`config.mk`:
```
export PLATFORM = sky130hd
export DESIGN_NAME = ring_tree_route_generator_top_flat
export DESIGN_NICKNAME = d
export VERILOG_FILES = /design/src/rtrg_pkg.sv /design/src/rtrg_in_if.sv /design/src/rtrg_out_if.sv /design/src/ring_tree_route_generator_top.sv /design/src/rtrg_div.sv /design/src/rtrg_dp.sv /design/src/rtrg_ctrl.sv /design/src/flat_wrapper.sv
export SDC_FILE = /design/constraint.sdc
export NUM_CORES = 1
export LEC_CHECK = 0
export BUFFER_PORTS_ARGS = -buffer_cell sky130_fd_sc_hd__buf_4
export CORE_MARGIN = 2
export CORE_UTILIZATION = 40
export DETAILED_ROUTE_END_ITERATION = 10
export PLACE_DENSITY = 0.63
export SLEW_MARGIN = 30
export SYNTH_ARGS = -nofsm -noshare
export SYNTH_HDL_FRONTEND = slang
export SYNTH_SLANG_ARGS = --single-unit
```
`constraint.sdc`:
```
create_clock -name clk -period 5.5 [get_ports clk]
set_input_delay 0.275 -clock clk [delete_from_list [all_inputs] [get_ports clk]]
set_output_delay 0.275 -clock clk [all_outputs]
set_load 0.02 [all_outputs]
```
`src/rtrg_pkg.sv`:
```
`timescale 1ns / 1ps
// -----------------------------------------------------------------------------
// rtrg_pkg
// Shared types and constants of the ring and tree route generator.
// -----------------------------------------------------------------------------
package rtrg_pkg;

  localparam int RANK_W = 6;   // rank field width
  localparam int NODE_W = 7;   // node count / fanout width
  localparam int KIND_W = 2;   // topology kind width
  localparam int CFG_IDX_W = 2;
  localparam int CFG_W = 7;    // widest register

  // topology kinds
  localparam logic [KIND_W-1:0] KIND_RING  = 2'd0;
  localparam logic [KIND_W-1:0] KIND_TREE  = 2'd1;
  localparam logic [KIND_W-1:0] KIND_GRAPH = 2'd2;

  // register indexes
  localparam logic [CFG_IDX_W-1:0] REG_TOPOLOGY_KIND = 2'd0;
  localparam logic [CFG_IDX_W-1:0] REG_NODE_COUNT    = 2'd1;
  localparam logic [CFG_IDX_W-1:0] REG_TREE_FANOUT   = 2'd2;

  typedef enum logic [3:0] {
    ST_IDLE,
    ST_SETUP,
    ST_ERR,
    ST_SINGLE,
    ST_RING,
    ST_GRAPH_SRC,
    ST_GRAPH_DST,
    ST_TREE_CMP,
    ST_DIV_A,
    ST_DIV_B,
    ST_TREE_LCA,
    ST_POP_RD,
    ST_POP_EMIT
  } state_t;

  typedef enum logic [2:0] {
    SEL_ERR,
    SEL_SRC,
    SEL_DST,
    SEL_CUR,
    SEL_A,
    SEL_STACK
  } emit_sel_t;

  // controller -> datapath
  typedef struct packed {
    logic      latch_in;
    logic      ring_init;
    logic      ring_step;
    logic      emit;
    emit_sel_t emit_sel;
    logic      emit_last;
    logic      div_start;
    logic      div_sel_b;
    logic      div_load;
    logic      push;
    logic      pop_rd;
  } cmd_t;

  // datapath -> controller
  typedef struct packed {
    logic              out_free;
    logic              err;
    logic              equal;
    logic [KIND_W-1:0] kind;
    logic              ring_done;
    logic              a_eq_b;
    logic              a_gt_b;
    logic              div_done;
    logic              stack_empty;
  } sts_t;

endpackage

```
`src/rtrg_in_if.sv`:
```
`timescale 1ns / 1ps
// -----------------------------------------------------------------------------
// rtrg_in_if
// Request channel: source and destination rank.
// -----------------------------------------------------------------------------
interface rtrg_in_if;
  logic                       valid;
  logic                       ready;
  logic [rtrg_pkg::RANK_W-1:0] source_rank;
  logic [rtrg_pkg::RANK_W-1:0] dest_rank;

  modport source (output valid, output source_rank, output dest_rank, input ready);
  modport sink   (input valid, input source_rank, input dest_rank, output ready);
endinterface

```
`src/rtrg_out_if.sv`:
```
`timescale 1ns / 1ps
// -----------------------------------------------------------------------------
// rtrg_out_if
// Result channel: one hop rank per word.
// -----------------------------------------------------------------------------
interface rtrg_out_if;
  logic                       valid;
  logic                       ready;
  logic [rtrg_pkg::RANK_W-1:0] hop_rank;
  logic                       last_hop;
  logic                       route_status;

  modport source (output valid, output hop_rank, output last_hop, output route_status,
                  input ready);
  modport sink   (input valid, input hop_rank, input last_hop, input route_status,
                  output ready);
endinterface

```
`src/ring_tree_route_generator_top.sv`:
```
`timescale 1ns / 1ps
// Ring, graph, equal and error routes pass the setup state after accept, then load their first word.
// Tree routes climb in steps of one compare state, then the bit-serial parent divider,
// and each word of the descending part takes a stack read, then an emit.
// One request at a time: a new request is accepted only back in the idle state.
// Synchronous active-low reset; registers reset to ring, 64 nodes, fanout 2.
// -----------------------------------------------------------------------------
// ring_tree_route_generator_top
// Emits the ranks of a ring, k-ary tree or direct route, one word per hop.
// -----------------------------------------------------------------------------
module ring_tree_route_generator_top #(
  parameter int MAX_NODES = 64
) (
  input  logic                           clk,
  input  logic                           rst_n,
  rtrg_in_if.sink                        in_ch,
  rtrg_out_if.source                     out_ch,
  input  logic                           cfg_we,
  input  logic [rtrg_pkg::CFG_IDX_W-1:0] cfg_index,
  input  logic [rtrg_pkg::CFG_W-1:0]     cfg_wdata
);

  rtrg_pkg::cmd_t cmd;
  rtrg_pkg::sts_t sts;

  // sequencer
  rtrg_ctrl u_ctrl (
    .clk      (clk),
    .rst_n    (rst_n),
    .in_valid (in_ch.valid),
    .in_ready (in_ch.ready),
    .sts      (sts),
    .cmd      (cmd)
  );

  // datapath
  rtrg_dp #(.MAX_NODES(MAX_NODES)) u_dp (
    .clk        (clk),
    .rst_n      (rst_n),
    .cfg_we     (cfg_we),
    .cfg_index  (cfg_index),
    .cfg_wdata  (cfg_wdata),
    .in_src     (in_ch.source_rank),
    .in_dst     (in_ch.dest_rank),
    .out_ready  (out_ch.ready),
    .out_valid  (out_ch.valid),
    .out_hop    (out_ch.hop_rank),
    .out_last   (out_ch.last_hop),
    .out_status (out_ch.route_status),
    .cmd        (cmd),
    .sts        (sts)
  );

endmodule

```
`src/rtrg_div.sv`:
```
`timescale 1ns / 1ps
// -----------------------------------------------------------------------------
// rtrg_div
// Restoring divider, one quotient bit per cycle, for the tree parent step.
// -----------------------------------------------------------------------------
module rtrg_div (
  input  logic                        clk,
  input  logic                        rst_n,
  input  logic                        start,
  input  logic [rtrg_pkg::RANK_W-1:0] dividend,
  input  logic [rtrg_pkg::NODE_W-1:0] divisor,
  output logic [rtrg_pkg::RANK_W-1:0] quotient,
  output logic                        done
);

  localparam int CNT_W = $clog2(rtrg_pkg::RANK_W + 1);

  logic [rtrg_pkg::RANK_W-1:0] q_r, q_nxt;
  logic [rtrg_pkg::NODE_W-1:0] rem_r, rem_nxt;
  logic [rtrg_pkg::NODE_W-1:0] dvs_r, dvs_nxt;
  logic [CNT_W-1:0]            cnt_r, cnt_nxt;
  logic                        busy_r, busy_nxt;
  logic                        done_r, done_nxt;
  logic [rtrg_pkg::NODE_W:0]   trial;
  logic                        fits;

  // one shift-subtract step
  always_comb begin
    trial = {rem_r, q_r[rtrg_pkg::RANK_W-1]};
    fits  = (trial >= {1'b0, dvs_r});
  end

  always_comb begin
    q_nxt    = q_r;
    rem_nxt  = rem_r;
    dvs_nxt  = dvs_r;
    cnt_nxt  = cnt_r;
    busy_nxt = busy_r;
    done_nxt = 1'b0;
    if (start) begin
      q_nxt    = dividend;
      rem_nxt  = '0;
      // zero fanout acts as one
      dvs_nxt  = (divisor == '0) ? rtrg_pkg::NODE_W'(1) : divisor;
      cnt_nxt  = CNT_W'(rtrg_pkg::RANK_W);
      busy_nxt = 1'b1;
    end else if (busy_r) begin
      q_nxt   = {q_r[rtrg_pkg::RANK_W-2:0], fits};
      rem_nxt = fits ? rtrg_pkg::NODE_W'(trial - {1'b0, dvs_r})
                     : trial[rtrg_pkg::NODE_W-1:0];
      cnt_nxt = cnt_r - 1'b1;
      if (cnt_r == CNT_W'(1)) begin
        busy_nxt = 1'b0;
        done_nxt = 1'b1;
      end
    end
  end

  always_ff @(posedge clk) begin
    if (!rst_n) begin
      busy_r <= 1'b0;
      done_r <= 1'b0;
      cnt_r  <= '0;
    end else begin
      busy_r <= busy_nxt;
      done_r <= done_nxt;
      cnt_r  <= cnt_nxt;
    end
  end

  always_ff @(posedge clk) begin
    q_r   <= q_nxt;
    rem_r <= rem_nxt;
    dvs_r <= dvs_nxt;
  end

  assign quotient = q_r;
  assign done     = done_r;

endmodule

```
`src/rtrg_dp.sv`:
```
`timescale 1ns / 1ps
// -----------------------------------------------------------------------------
// rtrg_dp
// Datapath: registers, ring walker, tree climb, down-path stack, output word.
// -----------------------------------------------------------------------------
module rtrg_dp #(
  parameter int MAX_NODES = 64
) (
  input  logic                           clk,
  input  logic                           rst_n,
  input  logic                           cfg_we,
  input  logic [rtrg_pkg::CFG_IDX_W-1:0] cfg_index,
  input  logic [rtrg_pkg::CFG_W-1:0]     cfg_wdata,
  input  logic [rtrg_pkg::RANK_W-1:0]    in_src,
  input  logic [rtrg_pkg::RANK_W-1:0]    in_dst,
  input  logic                           out_ready,
  output logic                           out_valid,
  output logic [rtrg_pkg::RANK_W-1:0]    out_hop,
  output logic                           out_last,
  output logic                           out_status,
  input  rtrg_pkg::cmd_t                 cmd,
  output rtrg_pkg::sts_t                 sts
);

  localparam int AW = $clog2(MAX_NODES);
  localparam int FW = $clog2(MAX_NODES + 1);
  localparam int NW = rtrg_pkg::NODE_W;
  localparam int RW = rtrg_pkg::RANK_W;

  // configuration
  logic [rtrg_pkg::KIND_W-1:0] kind_r;
  logic [NW-1:0]               count_r, fanout_r;

  always_ff @(posedge clk) begin
    if (!rst_n) begin
      kind_r   <= rtrg_pkg::KIND_RING;
      count_r  <= NW'(64);
      fanout_r <= NW'(2);
    end else if (cfg_we) begin
      case (cfg_index)
        rtrg_pkg::REG_TOPOLOGY_KIND: kind_r   <= cfg_wdata[rtrg_pkg::KIND_W-1:0];
        rtrg_pkg::REG_NODE_COUNT:    count_r  <= cfg_wdata[NW-1:0];
        rtrg_pkg::REG_TREE_FANOUT:   fanout_r <= cfg_wdata[NW-1:0];
        default: ;
      endcase
    end
  end

  // saturated node count
  logic [NW-1:0] n_eff;
  assign n_eff = (count_r > NW'(MAX_NODES)) ? NW'(MAX_NODES) : count_r;

  // request and walk registers
  logic [RW-1:0] src_r, dst_r, a_r, b_r, cur_r;
  logic [NW-1:0] rem_r;
  logic          fwd_r;
  logic [RW-1:0] quo;
  logic          div_done;

  // ring distances
  logic [NW-1:0] fwd_d, rev_d;
  always_comb begin
    if (src_r <= dst_r) fwd_d = NW'(dst_r) - NW'(src_r);
    else                fwd_d = NW'(dst_r) + n_eff - NW'(src_r);
    rev_d = n_eff - fwd_d;
  end

  always_ff @(posedge clk) begin
    if (cmd.latch_in) begin
      src_r <= in_src;
      dst_r <= in_dst;
      a_r   <= in_src;
      b_r   <= in_dst;
      cur_r <= in_src;
    end else begin
      if (cmd.ring_step) begin
        if (fwd_r) cur_r <= (NW'(cur_r) + 1'b1 == n_eff) ? '0 : cur_r + 1'b1;
        else       cur_r <= (cur_r == '0) ? RW'(n_eff - 1'b1) : cur_r - 1'b1;
      end
      if (cmd.div_load) begin
        if (cmd.div_sel_b) b_r <= quo;
        else               a_r <= quo;
      end
    end
    if (cmd.ring_init) begin
      fwd_r <= (fwd_d <= rev_d);
      rem_r <= (fwd_d <= rev_d) ? fwd_d : rev_d;
    end else if (cmd.ring_step) begin
      rem_r <= rem_r - 1'b1;
    end
  end

  // parent step: (x - 1) / fanout
  logic [RW-1:0] div_x;
  assign div_x = cmd.div_sel_b ? b_r : a_r;

  rtrg_div u_div (
    .clk      (clk),
    .rst_n    (rst_n),
    .start    (cmd.div_start),
    .dividend (div_x - 1'b1),
    .divisor  (fanout_r),
    .quotient (quo),
    .done     (div_done)
  );

  // down-path stack
  logic [RW-1:0] stack_mem [MAX_NODES];
  logic [RW-1:0] stack_rd_r;
  logic [FW-1:0] fill_r, fill_nxt;

  always_comb begin
    fill_nxt = fill_r;
    if (cmd.push)        fill_nxt = fill_r + 1'b1;
    else if (cmd.pop_rd) fill_nxt = fill_r - 1'b1;
  end

  always_ff @(posedge clk) begin
    if (!rst_n) fill_r <= '0;
    else        fill_r <= fill_nxt;
  end

  always_ff @(posedge clk) begin
    if (cmd.push) stack_mem[fill_r[AW-1:0]] <= b_r;
    if (cmd.pop_rd) stack_rd_r <= stack_mem[fill_nxt[AW-1:0]];
  end

  // output word register
  logic          out_valid_r;
  logic [RW-1:0] hop_r;
  logic          last_r, status_r;
  logic [RW-1:0] hop_sel;

  always_comb begin
    case (cmd.emit_sel)
      rtrg_pkg::SEL_SRC:   hop_sel = src_r;
      rtrg_pkg::SEL_DST:   hop_sel = dst_r;
      rtrg_pkg::SEL_CUR:   hop_sel = cur_r;
      rtrg_pkg::SEL_A:     hop_sel = a_r;
      rtrg_pkg::SEL_STACK: hop_sel = stack_rd_r;
      default:             hop_sel = '0;
    endcase
  end

  always_ff @(posedge clk) begin
    if (!rst_n)                      out_valid_r <= 1'b0;
    else if (cmd.emit)               out_valid_r <= 1'b1;
    else if (out_ready)              out_valid_r <= 1'b0;
  end

  always_ff @(posedge clk) begin
    if (cmd.emit) begin
      hop_r    <= hop_sel;
      status_r <= (cmd.emit_sel == rtrg_pkg::SEL_ERR);
      last_r   <= cmd.emit_last || (cmd.emit_sel == rtrg_pkg::SEL_ERR);
    end
  end

  assign out_valid  = out_valid_r;
  assign out_hop    = hop_r;
  assign out_last   = last_r;
  assign out_status = status_r;

  // status to controller
  always_comb begin
    sts.out_free    = !out_valid_r || out_ready;
    sts.err         = (NW'(src_r) >= n_eff) || (NW'(dst_r) >= n_eff);
    sts.equal       = (src_r == dst_r);
    sts.kind        = kind_r;
    sts.ring_done   = (rem_r == '0);
    sts.a_eq_b      = (a_r == b_r);
    sts.a_gt_b      = (a_r > b_r);
    sts.div_done    = div_done;
    sts.stack_empty = (fill_r == '0);
  end

  // checks
  a_emit_free: assert property (@(posedge clk) disable iff (!rst_n)
    cmd.emit |-> sts.out_free) else $error("word loaded over an untaken word");
  a_pop_nonempty: assert property (@(posedge clk) disable iff (!rst_n)
    cmd.pop_rd |-> fill_r != '0) else $error("pop from empty stack");
  a_push_room: assert property (@(posedge clk) disable iff (!rst_n)
    cmd.push |-> fill_r < FW'(MAX_NODES)) else $error("push to full stack");
  a_err_last: assert property (@(posedge clk) disable iff (!rst_n)
    (out_valid_r && status_r) |-> last_r) else $error("error word not last");

endmodule

```
`src/rtrg_ctrl.sv`:
```
`timescale 1ns / 1ps
// -----------------------------------------------------------------------------
// rtrg_ctrl
// Controller: sequences one route request through the datapath.
// -----------------------------------------------------------------------------
module rtrg_ctrl (
  input  logic           clk,
  input  logic           rst_n,
  input  logic           in_valid,
  output logic           in_ready,
  input  rtrg_pkg::sts_t sts,
  output rtrg_pkg::cmd_t cmd
);

  rtrg_pkg::state_t state_r, state_nxt;

  always_ff @(posedge clk) begin
    if (!rst_n) state_r <= rtrg_pkg::ST_IDLE;
    else        state_r <= state_nxt;
  end

  // next state
  always_comb begin
    state_nxt = state_r;
    case (state_r)
      rtrg_pkg::ST_IDLE:
        if (in_valid) state_nxt = rtrg_pkg::ST_SETUP;
      rtrg_pkg::ST_SETUP: begin
        if (sts.err)                              state_nxt = rtrg_pkg::ST_ERR;
        else if (sts.equal)                       state_nxt = rtrg_pkg::ST_SINGLE;
        else if (sts.kind == rtrg_pkg::KIND_RING) state_nxt = rtrg_pkg::ST_RING;
        else if (sts.kind == rtrg_pkg::KIND_TREE) state_nxt = rtrg_pkg::ST_TREE_CMP;
        else                                      state_nxt = rtrg_pkg::ST_GRAPH_SRC;
      end
      rtrg_pkg::ST_ERR, rtrg_pkg::ST_SINGLE, rtrg_pkg::ST_GRAPH_DST:
        if (sts.out_free) state_nxt = rtrg_pkg::ST_IDLE;
      rtrg_pkg::ST_RING:
        if (sts.out_free && sts.ring_done) state_nxt = rtrg_pkg::ST_IDLE;
      rtrg_pkg::ST_GRAPH_SRC:
        if (sts.out_free) state_nxt = rtrg_pkg::ST_GRAPH_DST;
      rtrg_pkg::ST_TREE_CMP: begin
        if (sts.a_eq_b)                     state_nxt = rtrg_pkg::ST_TREE_LCA;
        else if (!sts.a_gt_b)               state_nxt = rtrg_pkg::ST_DIV_B;
        else if (sts.out_free)              state_nxt = rtrg_pkg::ST_DIV_A;
      end
      rtrg_pkg::ST_DIV_A, rtrg_pkg::ST_DIV_B:
        if (sts.div_done) state_nxt = rtrg_pkg::ST_TREE_CMP;
      rtrg_pkg::ST_TREE_LCA, rtrg_pkg::ST_POP_EMIT:
        if (sts.out_free)
          state_nxt = sts.stack_empty ? rtrg_pkg::ST_IDLE : rtrg_pkg::ST_POP_RD;
      rtrg_pkg::ST_POP_RD:
        state_nxt = rtrg_pkg::ST_POP_EMIT;
      default:
        state_nxt = rtrg_pkg::ST_IDLE;
    endcase
  end

  // outputs
  always_comb begin
    cmd          = '0;
    cmd.emit_sel = rtrg_pkg::SEL_ERR;
    in_ready     = 1'b0;
    case (state_r)
      rtrg_pkg::ST_IDLE: begin
        in_ready     = 1'b1;
        cmd.latch_in = in_valid;
      end
      rtrg_pkg::ST_SETUP:
        cmd.ring_init = 1'b1;
      rtrg_pkg::ST_ERR:
        cmd.emit = sts.out_free;
      rtrg_pkg::ST_SINGLE: begin
        cmd.emit      = sts.out_free;
        cmd.emit_sel  = rtrg_pkg::SEL_SRC;
        cmd.emit_last = 1'b1;
      end
      rtrg_pkg::ST_RING: begin
        cmd.emit      = sts.out_free;
        cmd.emit_sel  = rtrg_pkg::SEL_CUR;
        cmd.emit_last = sts.ring_done;
        cmd.ring_step = sts.out_free;
      end
      rtrg_pkg::ST_GRAPH_SRC: begin
        cmd.emit     = sts.out_free;
        cmd.emit_sel = rtrg_pkg::SEL_SRC;
      end
      rtrg_pkg::ST_GRAPH_DST: begin
        cmd.emit      = sts.out_free;
        cmd.emit_sel  = rtrg_pkg::SEL_DST;
        cmd.emit_last = 1'b1;
      end
      rtrg_pkg::ST_TREE_CMP: begin
        // larger side climbs: source side is emitted, destination side stacked
        cmd.emit_sel = rtrg_pkg::SEL_A;
        if (!sts.a_eq_b && sts.a_gt_b) begin
          cmd.emit      = sts.out_free;
          cmd.div_start = sts.out_free;
        end else if (!sts.a_eq_b) begin
          cmd.push      = 1'b1;
          cmd.div_sel_b = 1'b1;
          cmd.div_start = 1'b1;
        end
      end
      rtrg_pkg::ST_DIV_A:
        cmd.div_load = sts.div_done;
      rtrg_pkg::ST_DIV_B: begin
        cmd.div_sel_b = 1'b1;
        cmd.div_load  = sts.div_done;
      end
      rtrg_pkg::ST_TREE_LCA: begin
        cmd.emit      = sts.out_free;
        cmd.emit_sel  = rtrg_pkg::SEL_A;
        cmd.emit_last = sts.stack_empty;
      end
      rtrg_pkg::ST_POP_RD:
        cmd.pop_rd = 1'b1;
      rtrg_pkg::ST_POP_EMIT: begin
        cmd.emit      = sts.out_free;
        cmd.emit_sel  = rtrg_pkg::SEL_STACK;
        cmd.emit_last = sts.stack_empty;
      end
      default: ;
    endcase
  end

endmodule
```
`src/flat_wrapper.sv`:
```
// flat-port wrapper written by rule: the top's interface ports become plain ports
module ring_tree_route_generator_top_flat 
#(
  parameter int MAX_NODES = 64
)
  (clk, rst_n, cfg_we, cfg_index, cfg_wdata, in_ch_valid, in_ch_source_rank, in_ch_dest_rank, in_ch_ready, out_ch_valid, out_ch_hop_rank, out_ch_last_hop, out_ch_route_status, out_ch_ready);
  rtrg_in_if in_ch_i ();
  rtrg_out_if out_ch_i ();
  input  logic clk;
  input  logic rst_n;
  input  logic cfg_we;
  input  logic [rtrg_pkg::CFG_IDX_W-1:0] cfg_index;
  input  logic [rtrg_pkg::CFG_W-1:0] cfg_wdata;
  input wire logic [$bits(in_ch_i.valid)-1:0] in_ch_valid;
  input wire logic [$bits(in_ch_i.source_rank)-1:0] in_ch_source_rank;
  input wire logic [$bits(in_ch_i.dest_rank)-1:0] in_ch_dest_rank;
  output wire logic [$bits(in_ch_i.ready)-1:0] in_ch_ready;
  output wire logic [$bits(out_ch_i.valid)-1:0] out_ch_valid;
  output wire logic [$bits(out_ch_i.hop_rank)-1:0] out_ch_hop_rank;
  output wire logic [$bits(out_ch_i.last_hop)-1:0] out_ch_last_hop;
  output wire logic [$bits(out_ch_i.route_status)-1:0] out_ch_route_status;
  input wire logic [$bits(out_ch_i.ready)-1:0] out_ch_ready;
  assign in_ch_i.valid = in_ch_valid;
  assign in_ch_i.source_rank = in_ch_source_rank;
  assign in_ch_i.dest_rank = in_ch_dest_rank;
  assign in_ch_ready = in_ch_i.ready;
  assign out_ch_valid = out_ch_i.valid;
  assign out_ch_hop_rank = out_ch_i.hop_rank;
  assign out_ch_last_hop = out_ch_i.last_hop;
  assign out_ch_route_status = out_ch_i.route_status;
  assign out_ch_i.ready = out_ch_ready;
  ring_tree_route_generator_top #(.MAX_NODES(MAX_NODES)) u_core (.clk(clk), .rst_n(rst_n), .in_ch(in_ch_i), .out_ch(out_ch_i), .cfg_we(cfg_we), .cfg_index(cfg_index), .cfg_wdata(cfg_wdata));
endmodule
```
==> metrics.md, run 1 <==
| Metric | Value |
|---|---|
| Status | finished clean |
| Largest family of logic cells by synthesized area | multiplexers |
| CP Data Required Time | 5.84 ns |
| Vias | 13,600 |
| CTS Buf Count | 51 |
| Async SR Flop Fraction | 0% |
| First-pass GRT wire length | 81,100 um |
| Worst hold slack | 0.0404 ns |
| Synthesis-stage register bit count | 489 |
| RR Endpoint | u_core.u_dp.rem_r[2] |
| Skew-Pair Late Insertion Delay | 0.61 ns |
| GP Congestion | 0.916 |
| Min-delay worst type | in2reg |
| Initial core utilization | 40.5% |
| Die footprint | 57,800 um^2 |
| Final Critical Period | 5.31 ns |
| Clock slew at reported path FFs | about 0.060 ns |
| Leading area contributor after synthesis | edfxtp_1 |
| Setup TNS | 0 ns |
| Post-synthesis simple-gate area fraction | 9.63% |
| Number of global-route vias before repair | 13,600 |
| DRT Pass-1 Iters | 8 |
| Mapped Area | between 20,000 and 25,000 um^2 |
| Startpoint Class | flip-flop |
| Routed wire length | 53,300 um |
| Mux cell area share after synthesis | 10.8% |
| Count leader, synth | edfxtp_1 |
| Total track usage | 18.6% |
| Worst-path fanout max | 8 |
| Syn_nets | 1,663 |
| Syn Inst Count | 1,566 |
| Achievable Freq | between 150 and 200 MHz |
| Register-to-register setup slack | 0.19 ns |
| Core region area | 55,200 um^2 |
| Cell variety after synth | 78 |
| Number of synthesized flops with an enable pin | 449 |
| TritonCTS clock tree | yes |
| Largest net degree at the start of global routing | 68 |
| Die Span Y | 240 um |
| Mean Syn Cell Area | 14.3 um^2 |
| # rows | 86 |
| Max-cap violations | 0 |
| CTS Root Buffer Type | clkbuf_16 |
| Reg-to-reg startpoint | u_core.u_dp.count_r[6] |
| Layout cells sized above 1 | approximately 19% |
| Ys flop type | edfxtp_1 |
| Top cell type's share of synthesized area | 60.3% |
| Vias/cell | 5.51 |
| Slew margin rel. | 37.2% |
| Number of clock sinks | 489 |
| Maximum vdd drop | 0.270 mV |
| H-tree levels | 2 |
| I/O pins | 36 |
| Remaining DRCs | 0 |
| Area of the multi-input gates | 7600 um^2 |
| Final HPWL DP | 35,600 um |
| Iter 0 DRT Violations | 1,350 |
| Die W | 240 um |
| Slew @ Worst Pin | 0.941 ns |
| Wire length per cell | between 20 and 25 um |
| PD cells | approximately 430 nW/um^2 |
| Antenna Nets Post-Route | 0 |
| Antenna violations before repair | 0 |
| Crit path capture type | flip-flop |
| Pins Over Slew Limit | 0 |
| Sequential area share after synthesis | a little under two thirds |
| R2R depth | 23 |
| Worst-case clock buffer depth | 3 |
| Layout filler cell count | roughly 4,800 |
| Area grow syn2layout | 16.1% |
| Final Hold Vio Count | 0 |
| Crit path arrival time | 5.65 ns |
| Adder-cell share of the synthesized area | around 4.4% |
| Complex-gate fraction of the synthesized area | between 6 and 7% |
| Ys Warns | 0 |
| Setup violators final | 0 |
| Antenna diode instance count | 0 |
| Xor and xnor fraction of the mapped netlist area | 2.11% |
| Tot Pwr | 11.2 mW |
| Net count, final | 1,776 |
| CP startpoint | u_core.u_dp.count_r[6] |
| PortBufs | 35 |
| Sequential Area | 14,300 um^2 |
| Synth top cells by count | edfxtp_1 (449), nand2_1 (141), nor2_1 (126) |
| Synth area leaders | edfxtp_1 (60%), mux4_2 (8.1%), dfxtp_1 (3.6%), ha_1 (3.5%), nand2_1 (2.4%) |
| Remaining global-route overflow | 0 |
| Crit path kind | reg2reg |
| Clk_skew | 0.0237 ns |
| Leakage power total | 9.14 nW |
| Part of the cycle the worst path needs | 96.6% |
| CP endpoint | u_core.u_dp.rem_r[2] |
## cells in the final DEF (no fill, tap or decap), types with 22 or more instances in the layout
cell,instances
mux4_2,80
o21ai_0,38
xnor2_1,23
nor2b_1,33
nor2_1,126
ha_1,56
edfxtp_1,449
dfxtp_1,39
buf_4,105
xor2_1,22
mux2i_1,52
inv_1,69
nand3_1,57
clkbuf_16,52
nand2_1,141
a21oi_1,57
## timing repair
| action | 4_1_cts | 5_1_grt |
|---|---|---|
| resized for setup | 2 | 24 |
| hold buffers | 21 | 0 |
| setup buffers | 4 | 5 |
| endpoints found under the setup margin | 3 | 7 |
| endpoints found under the hold margin | 34 | 0 |
| pin swaps | 1 | 8 |
## power breakdown
part,internal [mW],switching [mW],total [mW]
clock,2.22,1.48,3.70
combinational,1.16,1.65,2.81
sequential,4.54,0.167,4.71
## per-layer routing
layer	up-vias	track usage, %	routed length (um)	share of wire, %
met5	-	0	0	0
met4	0	6.78	1670	3.1
met3	103	2.66	3640	6.8
met2	531	30.5	25200	47
met1	6822	25.3	22700	43
li1	6160	-	-	-
## cell type report
class | instances | area share [%]
Inverter | 76 | 1.10
Clock inverter | 32 | 1.75
Multi-Input combinational cell | 931 | 29.3
Clock buffer | 63 | 5.17
Timing Repair Buffer | 130 | 4.13
Sequential cell | 489 | 55.0
Tap cell | 748 | 3.60
## critical path, cell delays in order, from the launching register on
cell	delay, ns
dfxtp_4	0.37
nand2b_4	0.16
fa_1	0.48
buf_4	0.16
fa_1	0.53
nor2_1	0.07
a21oi_4	0.12
inv_2	0.07
fa_2	0.39
inv_1	0.06
a21oi_1	0.06
o21bai_1	0.17
inv_1	0.07
maj3_2	0.31
maj3_1	0.34
mux2i_1	0.16
xor2_1	0.22
ha_1	0.28
nand3_1	0.07
o21ai_0	0.09
a31oi_1	0.27
o31ai_4	0.18
mux2i_1	0.16
mux2_4	0.28
## worst min-delay path by stage
stage,from,end,cells after the start
final,rst_n,u_core.u_dp.count_r[6],2
after floorplan,in_ch_dest_rank[0],u_core.u_dp.dst_r[0],0
after CTS,rst_n,u_core.u_dp.count_r[6],2
after detailed placement,u_core.u_dp.fanout_r[2],u_core.u_dp.u_div.dvs_r[2],0
after global routing,rst_n,u_core.u_dp.count_r[6],2
after global placement,u_core.u_dp.fanout_r[6],u_core.u_dp.u_div.dvs_r[6],0
## kinds of logic after synthesis
group                    count (synthesis)
adder cells (fa/ha/maj)                 73
AND/OR/NAND/NOR                        453
flip-flops                             489
multiplexers                           140
AO/OA/AOI/OAI                          214
XOR/XNOR                                51
buffers and inverters                  146
## state kept, by name (all words and copies together), names as in the netlist, 2 cells and up
register                    count
u_core.u_dp.stack_mem         384
u_core.u_dp.count_r             7
u_core.u_dp.fanout_r            7
u_core.u_dp.fill_r              7
u_core.u_dp.rem_r               7
u_core.u_dp.u_div.dvs_r         7
u_core.u_dp.u_div.rem_r         7
u_core.u_dp.a_r                 6
u_core.u_dp.b_r                 6
u_core.u_dp.cur_r               6
u_core.u_dp.dst_r               6
u_core.u_dp.out_hop             6
u_core.u_dp.src_r               6
u_core.u_dp.stack_rd_r          6
u_core.u_dp.u_div.quotient      6
u_core.u_ctrl.state_r           4
u_core.u_dp.u_div.cnt_r         3
u_core.u_dp.kind_r              2
## stage by stage
stage	cell area, um^2	std cells	worst slack, ns	utilization (%)
floorplan	22400	1566	0.00129	-
global placement	23800	2343	0.0328	43.1
detailed placement	23800	2343	-0.0512	43.1
CTS	25800	2463	0.00915	46.8
global route	26000	2469	-0.0120	47.1
finish	26000	2469	0.189	47.1
Note: power is estimated with default switching activity, not from simulation.
==> run 2: changes to the inputs <==
==> constraint.sdc (replaced) <==
create_clock -name clk -period 5.5 [get_ports clk]
set_input_delay 0.825 -clock clk [delete_from_list [all_inputs] [get_ports clk]]
set_output_delay 0.825 -clock clk [all_outputs]
set_load 0.02 [all_outputs]
==> run 2 against run 1 <==
  * Clock-buffer cell count unchanged
  * Maximum frequency about the same
  * Combinational power about the same
  * Utilization decreased by 0.38 points
  * First-iteration DRC count decreased by 11%
  * Sequential cell count unchanged
  * Clock skew decreased by 0.0024 ns
  * Sequential power about the same
  * Wire length decreased by 0.47%
  * Clock power about the same
  * Design area decreased by 0.81%
  * Hold slack improved by 0.39 ns
==> metrics.md, run 2 (synthesis gave the netlist of run 1 again) <==
| Metric | Value |
|---|---|
| Hold path endpoint | u_core.u_dp.src_r[0] |
| CTS Root Buffer Type | clkbuf_16 |
| Final HPWL DP | 35,600 um |
| Sequential Power Share | 42.0% |
| Hold Path Stages | 1 |
| DRT Pass-1 Iters | 9 |
| Clk_skew | 0.0213 ns |
| Part of the cycle the worst path needs | approximately 97% |
| Final Util | 46.7% |
| P_int | about 7.9 mW |
| H-tree levels | 2 |
| Total track usage | 18.5% |
| Routed wire length | 53,000 um |
| CTS Hold Bufs | 0 |
| Register-to-register setup slack | 0.19 ns |
| Die footprint | 57,800 um^2 |
| Remaining global-route overflow | 0 |
| Vias | 13,500 |
| First-pass GRT wire length | 80,700 um |
| Layout cells sized above 1 | 18.8% |
| Pins Over Slew Limit | 0 |
| Remaining DRCs | 0 |
| Crit path capture type | flip-flop |
| Number of clock sinks | 489 |
| Max-cap violations | 0 |
| Worst-case clock buffer depth | 3 |
| Clock slew at reported path FFs | 0.06 ns |
| Final Hold Vio Count | 0 |
| I/O pins | 36 |
| TritonCTS clock tree | yes |
| GP Congestion | 0.916 |
| Die Span Y | 240 um |
| RR Endpoint | u_core.u_dp.rem_r[2] |
| Die W | 240 um |
| Reg-to-reg startpoint | u_core.u_dp.count_r[6] |
| R2R depth | 23 |
| PortBufs | 35 |
| Area grow syn2layout | 15.2% |
| Worst hold slack | 0.435 ns |
| Crit path arrival time | 5.65 ns |
| Switching power total | 3.30 mW |
| Achievable Freq | ~190 MHz |
| HP Start | in_ch_source_rank[0] |
| Antenna Nets Post-Route | 0 |
| Maximum vdd drop | between 0.2 and 0.3 mV |
| Antenna diode instance count | 0 |
| Comb power frac | 24.9% |
| Vias/cell | 5.52 |
| Worst-path fanout max | 8 |
| Status | finished clean |
| Slew @ Worst Pin | 0.944 ns |
| Largest net degree at the start of global routing | 68 |
| Number of global-route vias before repair | about 13,000 |
| Wire length per cell | 21.7 um |
| Max FFs per register | about 380 |
| Iter 0 DRT Violations | 1,196 |
| Min-delay worst type | in2reg |
| Crit path kind | reg2reg |
| Core region area | 55,200 um^2 |
| Switching portion of total power | 29.5% |
| Slew margin rel. | between 30% and 40% |
| Setup violators final | 0 |
| Initial core utilization | 40.5% |
| Antenna violations before repair | 0 |
| CTS Buf Count | 51 |
| Skew-Pair Late Insertion Delay | about 0.61 ns |
| Final Critical Period | 5.31 ns |
| Most frequent cells in the layout | edfxtp_1 (449), nand2_1 (141), nor2_1 (126), buf_4 (105), mux4_2 (80) |
| PD cells | 435 nW/um^2 |
| CP Data Required Time | around 5.8 ns |
| Clock share of power | about a third |
| Net count, final | 1,755 |
| Commonest non-fill, non-tap cell in the layout | edfxtp_1 |
| # rows | 86 |
| Startpoint Class | flip-flop |
| Leakage power total | 9.05 nW |
run 2: routing by layer:
metal  vias up  wire (um)  global-route usage (%)
met5         -          0                       0
met4         0       1590                    6.68
met3        99       3490                    2.71
met2       502      25100                    30.3
met1      6800      22800                    25.3
li1       6121          -                       -
run 2: how the worst max path moves through the flow:
stage,startpoint,depth (start not counted),to,slack (ns)
final,u_core.u_dp.count_r[6],23,u_core.u_dp.rem_r[2],0.19
after global routing,u_core.u_dp.count_r[6],23,u_core.u_dp.rem_r[2],-0.01
after CTS,u_core.u_dp.src_r[4],25,u_core.u_dp.rem_r[2],0.009
after detailed placement,u_core.u_dp.src_r[1],25,u_core.u_dp.rem_r[2],-0.05
after global placement,u_core.u_dp.src_r[4],25,u_core.u_dp.rem_r[2],0.03
after floorplan,u_core.u_dp.count_r[6],24,u_core.u_dp.rem_r[2],0.001
run 2: stage by stage:
stage	instances	instance area [um^2]	power [mW]	setup TNS, ns	worst slack (ns)
after floorplan	1566	22400	6.51	0	0.00129
after global placement	2343	23800	7.29	0	0.0328
after detailed placement	2343	23800	7.37	-0.0937	-0.0512
after CTS	2442	25600	11.1	0	0.00915
after global routing	2448	25800	11.7	-0.0138	-0.0120
final	2448	25800	11.2	0	0.192
run 2: cell type report:
cell class,instances,area (um^2)
Clock buffer,63,1340
Clock inverter,32,455
Fill cell,4794,29400
Inverter,76,285
Multi-Input combinational cell,931,7600
Sequential cell,489,14300
Tap cell,748,936
Timing Repair Buffer,109,863
run 2: power by group through the flow:
stage	sequential (mW)	clock, mW	combinational (mW)
after floorplan	4.88	0	1.63
final	4.71	3.70	2.79
after global placement	4.78	0	2.52
after CTS	4.70	3.77	2.67
after detailed placement	4.78	0	2.58
after global routing	4.73	3.92	3.10
run 2: critical path: stages, from the launching register on:
cell and delay (ns):
dfxtp_4 0.37, nand2b_4 0.16, fa_1 0.48, buf_4 0.16, fa_1 0.52, nor2_1 0.06, a21oi_4 0.12, inv_2 0.07
fa_2 0.39, inv_1 0.06, a21oi_1 0.06, o21bai_1 0.17, inv_1 0.07, maj3_2 0.31, maj3_1 0.34, mux2i_1 0.16
xor2_1 0.22, ha_1 0.28, nand3_1 0.07, o21ai_0 0.09, a31oi_1 0.27, o31ai_4 0.18, mux2i_1 0.16, mux2_4 0.28
run 2: repair_timing:
item,in CTS,in global routing
buffers inserted,4,5
gates resized for setup,2,24
endpoints found under the hold margin,0,0
pin swaps,1,8
setup endpoints to repair,3,7
==> run 3: changes to the inputs <==
--- a/config.mk
+++ b/config.mk
@@ -13,4 +13,5 @@
 export SLEW_MARGIN = 30
 export SYNTH_ARGS = -nofsm -noshare
 export SYNTH_HDL_FRONTEND = slang
+export SYNTH_HIERARCHICAL = 1
 export SYNTH_SLANG_ARGS = --single-unit
==> run 3 against run 2 <==
  * Maximum frequency is 2.5% higher
  * Non-clock buffer count is 40 lower
  * First-iteration DRC count is 23% lower
  * Largest cell class unchanged
==> metrics.md, run 3 <==
| Metric | Value |
|---|---|
| Status | finished clean |
| Pins Over Slew Limit | 0 |
| TritonCTS clock tree | yes |
| Final setup margin | 0.324 ns |
| Syn Inst Count | between 1,500 and 2,000 |
| Core region area | 56,700 um^2 |
| Xor and xnor fraction of the mapped netlist area | under 10% |
| Crit path kind | reg2reg |
| Adder-cell share of the synthesized area | 4.07% |
| Antenna diode instance count | 0 |
| Remaining DRCs | 0 |
| Leakage power total | 8.69 nW |
| Die footprint | 59,500 um^2 |
| Number of clock sinks | 489 |
| PD cells | approximately 460 nW/um^2 |
| H-tree levels | 2 |
| Antenna violations before repair | 0 |
| Crit path arrival time | approximately 5.5 ns |
| Clock slew at reported path FFs | 0.07 ns |
| Ys Warns | 6 |
| Total track usage | 17.0% |
| Dpl ws | 0.228 ns |
| Routed wire length | about 50,000 um |
| Mean Syn Cell Area | 14.8 um^2 |
| Iter 0 DRT Violations | 917 |
| Min-delay worst type | in2reg |
| Post-synthesis simple-gate area fraction | 7.76% |
| Syn_nets | ~1,700 |
| Mux cell area share after synthesis | 15.3% |
| Worst-case clock buffer depth | 3 |
| DRT Pass-1 Iters | 5 |
| CTS Hold Bufs | 0 |
| Worst-path fanout max | 5 |
| Count leader, synth | edfxtp_1 |
| Post-route cell area | about 26,000 um^2 |
| Synth top cells by count | edfxtp_1 (449), mux2i_1 (125), nor2_1 (120) |
| Antenna Nets Post-Route | 0 |
| Die Span Y | ~240 um |
| Final Critical Period | 5.18 ns |
| Sequential Area | 14,300 um^2 |
| Part of the cycle the worst path needs | 94.1% |
| Number of synthesized flops with an enable pin | about 450 |
| Cell variety after synth | 86 |
| Top cell type's share of synthesized area | 58.5% |
| Complex-gate fraction of the synthesized area | under 10% |
| Largest net degree at the start of global routing | 67 |
| Layout filler cell count | 4,881 |
| Achievable Freq | 193 MHz |
| Clk_skew | approximately 0.043 ns |
| Net count, final | between 1,500 and 2,000 |
| Setup violators final | 0 |
| Startpoint Class | flip-flop |
| Crit path capture type | flip-flop |
| Layout cells sized above 1 | between 10% and 20% |
| PortBufs | 35 |
| CTS Buf Count | 50 |
| Final Util | 45.8% |
| Wire length per cell | 21.1 um |
| Unrepaired setup endpoints after global routing | false |
| Number of global-route vias before repair | 13,300 |
| Placed cell areas | 24,300 um^2 |
| CTS Root Buffer Type | clkbuf_16 |
| Remaining global-route overflow | 0 |
| GP Congestion | between 0.8 and 0.9 |
| Initial core utilization | 40.6% |
| Slew @ Worst Pin | between 0.9 and 1 ns |
| Die W | 244 um |
| Skew-Pair Late Insertion Delay | between 0.6 and 0.7 ns |
| Vias/cell | 5.49 |
| Max-cap violations | 0 |
| Max FFs per register | 384 |
| Vias | 13,100 |
| I/O pins | 36 |
| Synthesis-stage register bit count | about 490 |
| # rows | 87 |
| Final Hold Vio Count | 0 |
| Ys flop type | edfxtp_1 |
| Final HPWL DP | 32,700 um |
| Sequential area share after synthesis | between 60% and 70% |
| Async SR Flop Fraction | 0% |
| Synth area leaders | edfxtp_1 (59%), mux4_2 (9.4%), mux2i_1 (5.4%), dfxtp_1 (3.5%), ha_1 (3.4%) |
| Slew margin rel. | 37.2% |
| Area grow syn2layout | 12.7% |
| Tot Pwr | 12.0 mW |
| Commonest non-fill, non-tap cell in the layout | edfxtp_1 |
| Most frequent cells in the layout | edfxtp_1 (449), mux2i_1 (125), nor2_1 (119), mux4_2 (96), inv_1 (78) |
| Setup TNS | 0 ns |
| Area of the multi-input gates | 8200 um^2 |
| First-pass GRT wire length | 78,100 um |
| CP Data Required Time | 5.82 ns |
| Mapped Area | 23,000 um^2 |
| Largest family of logic cells by synthesized area | multiplexers |
| Maximum vdd drop | 0.271 mV |
| Leading area contributor after synthesis | edfxtp_1 |
run 3: cell families (layout without fill, tap and decap cells):
logic type	after synthesis	in the layout
AO/OA/AOI/OAI	199	199
XOR/XNOR	42	42
adder cells (fa/ha/maj)	71	71
buffers and inverters	164	245
flip-flops	489	489
multiplexers	231	231
AND/OR/NAND/NOR	360	360
run 3: layout make-up:
| class | count | area share, % |
|---|---|---|
| flip-flops and latches | 489 | 55.0 |
| multi-input cells | 903 | 31.6 |
| clock buffers | 56 | 4.90 |
| well taps | 756 | 3.64 |
| repair buffers | 69 | 2.19 |
| clock inverters | 38 | 1.53 |
| inverters | 82 | 1.18 |
run 3: metrics by stage:
stage,hold slack [ns],instances
floorplan,0.466,1556
global placement,0.452,2298
detailed placement,0.450,2298
CTS,0.377,2392
global route,0.381,2393
finish,0.404,2393
run 3: per-layer routing:
layer,share of wire (%),up-vias,track usage [%]
met5,0,-,0
met4,2.2,0,4.70
met3,5.4,78,3.28
met2,48,339,27.7
met1,45,6653,23.4
li1,-,6065,-
run 3: power by group:
part	total, mW	internal, mW	switching [mW]
sequential	4.89	4.65	0.246
combinational	3.70	1.47	2.23
clock	3.42	1.97	1.46
total	12.0	8.08	3.94
run 3: what timing repair did:
item,4_1_cts,5_1_grt
setup buffers,0,1
hold endpoints to repair,0,0
gates resized for setup,0,10
endpoints found under the setup margin,0,7
run 3: worst paths after layout:
check                     startpoint                         end  depth (start not counted)  slack, ns
max           u_core/u_dp/count_r[1]        u_core/u_dp/rem_r[3]                         22       0.32
min             in_ch_source_rank[0]        u_core/u_dp/src_r[0]                          1       0.40
max reg2reg   u_core/u_dp/count_r[1]        u_core/u_dp/rem_r[3]                         22       0.32
min reg2reg  u_core/u_dp/fanout_r[3]  u_core/u_dp/u_div/dvs_r[3]                          0       0.47
run 3: critical path, stage by stage, from the launching register on:
cell,delay [ns]
dfxtp_1,0.32
nor2b_2,0.17
clkinv_1,0.10
ha_1,0.30
ha_1,0.32
ha_1,0.32
a211oi_2,0.27
nor2_1,0.08
o32a_1,0.39
ha_2,0.24
or3_1,0.34
o21ai_0,0.11
a211oi_1,0.08
o311ai_1,0.25
buf_4,0.16
nand2_1,0.05
ha_1,0.34
and3_1,0.16
nand4_1,0.10
o31ai_1,0.10
o31a_1,0.16
a2111oi_0,0.46
a311oi_1,0.08
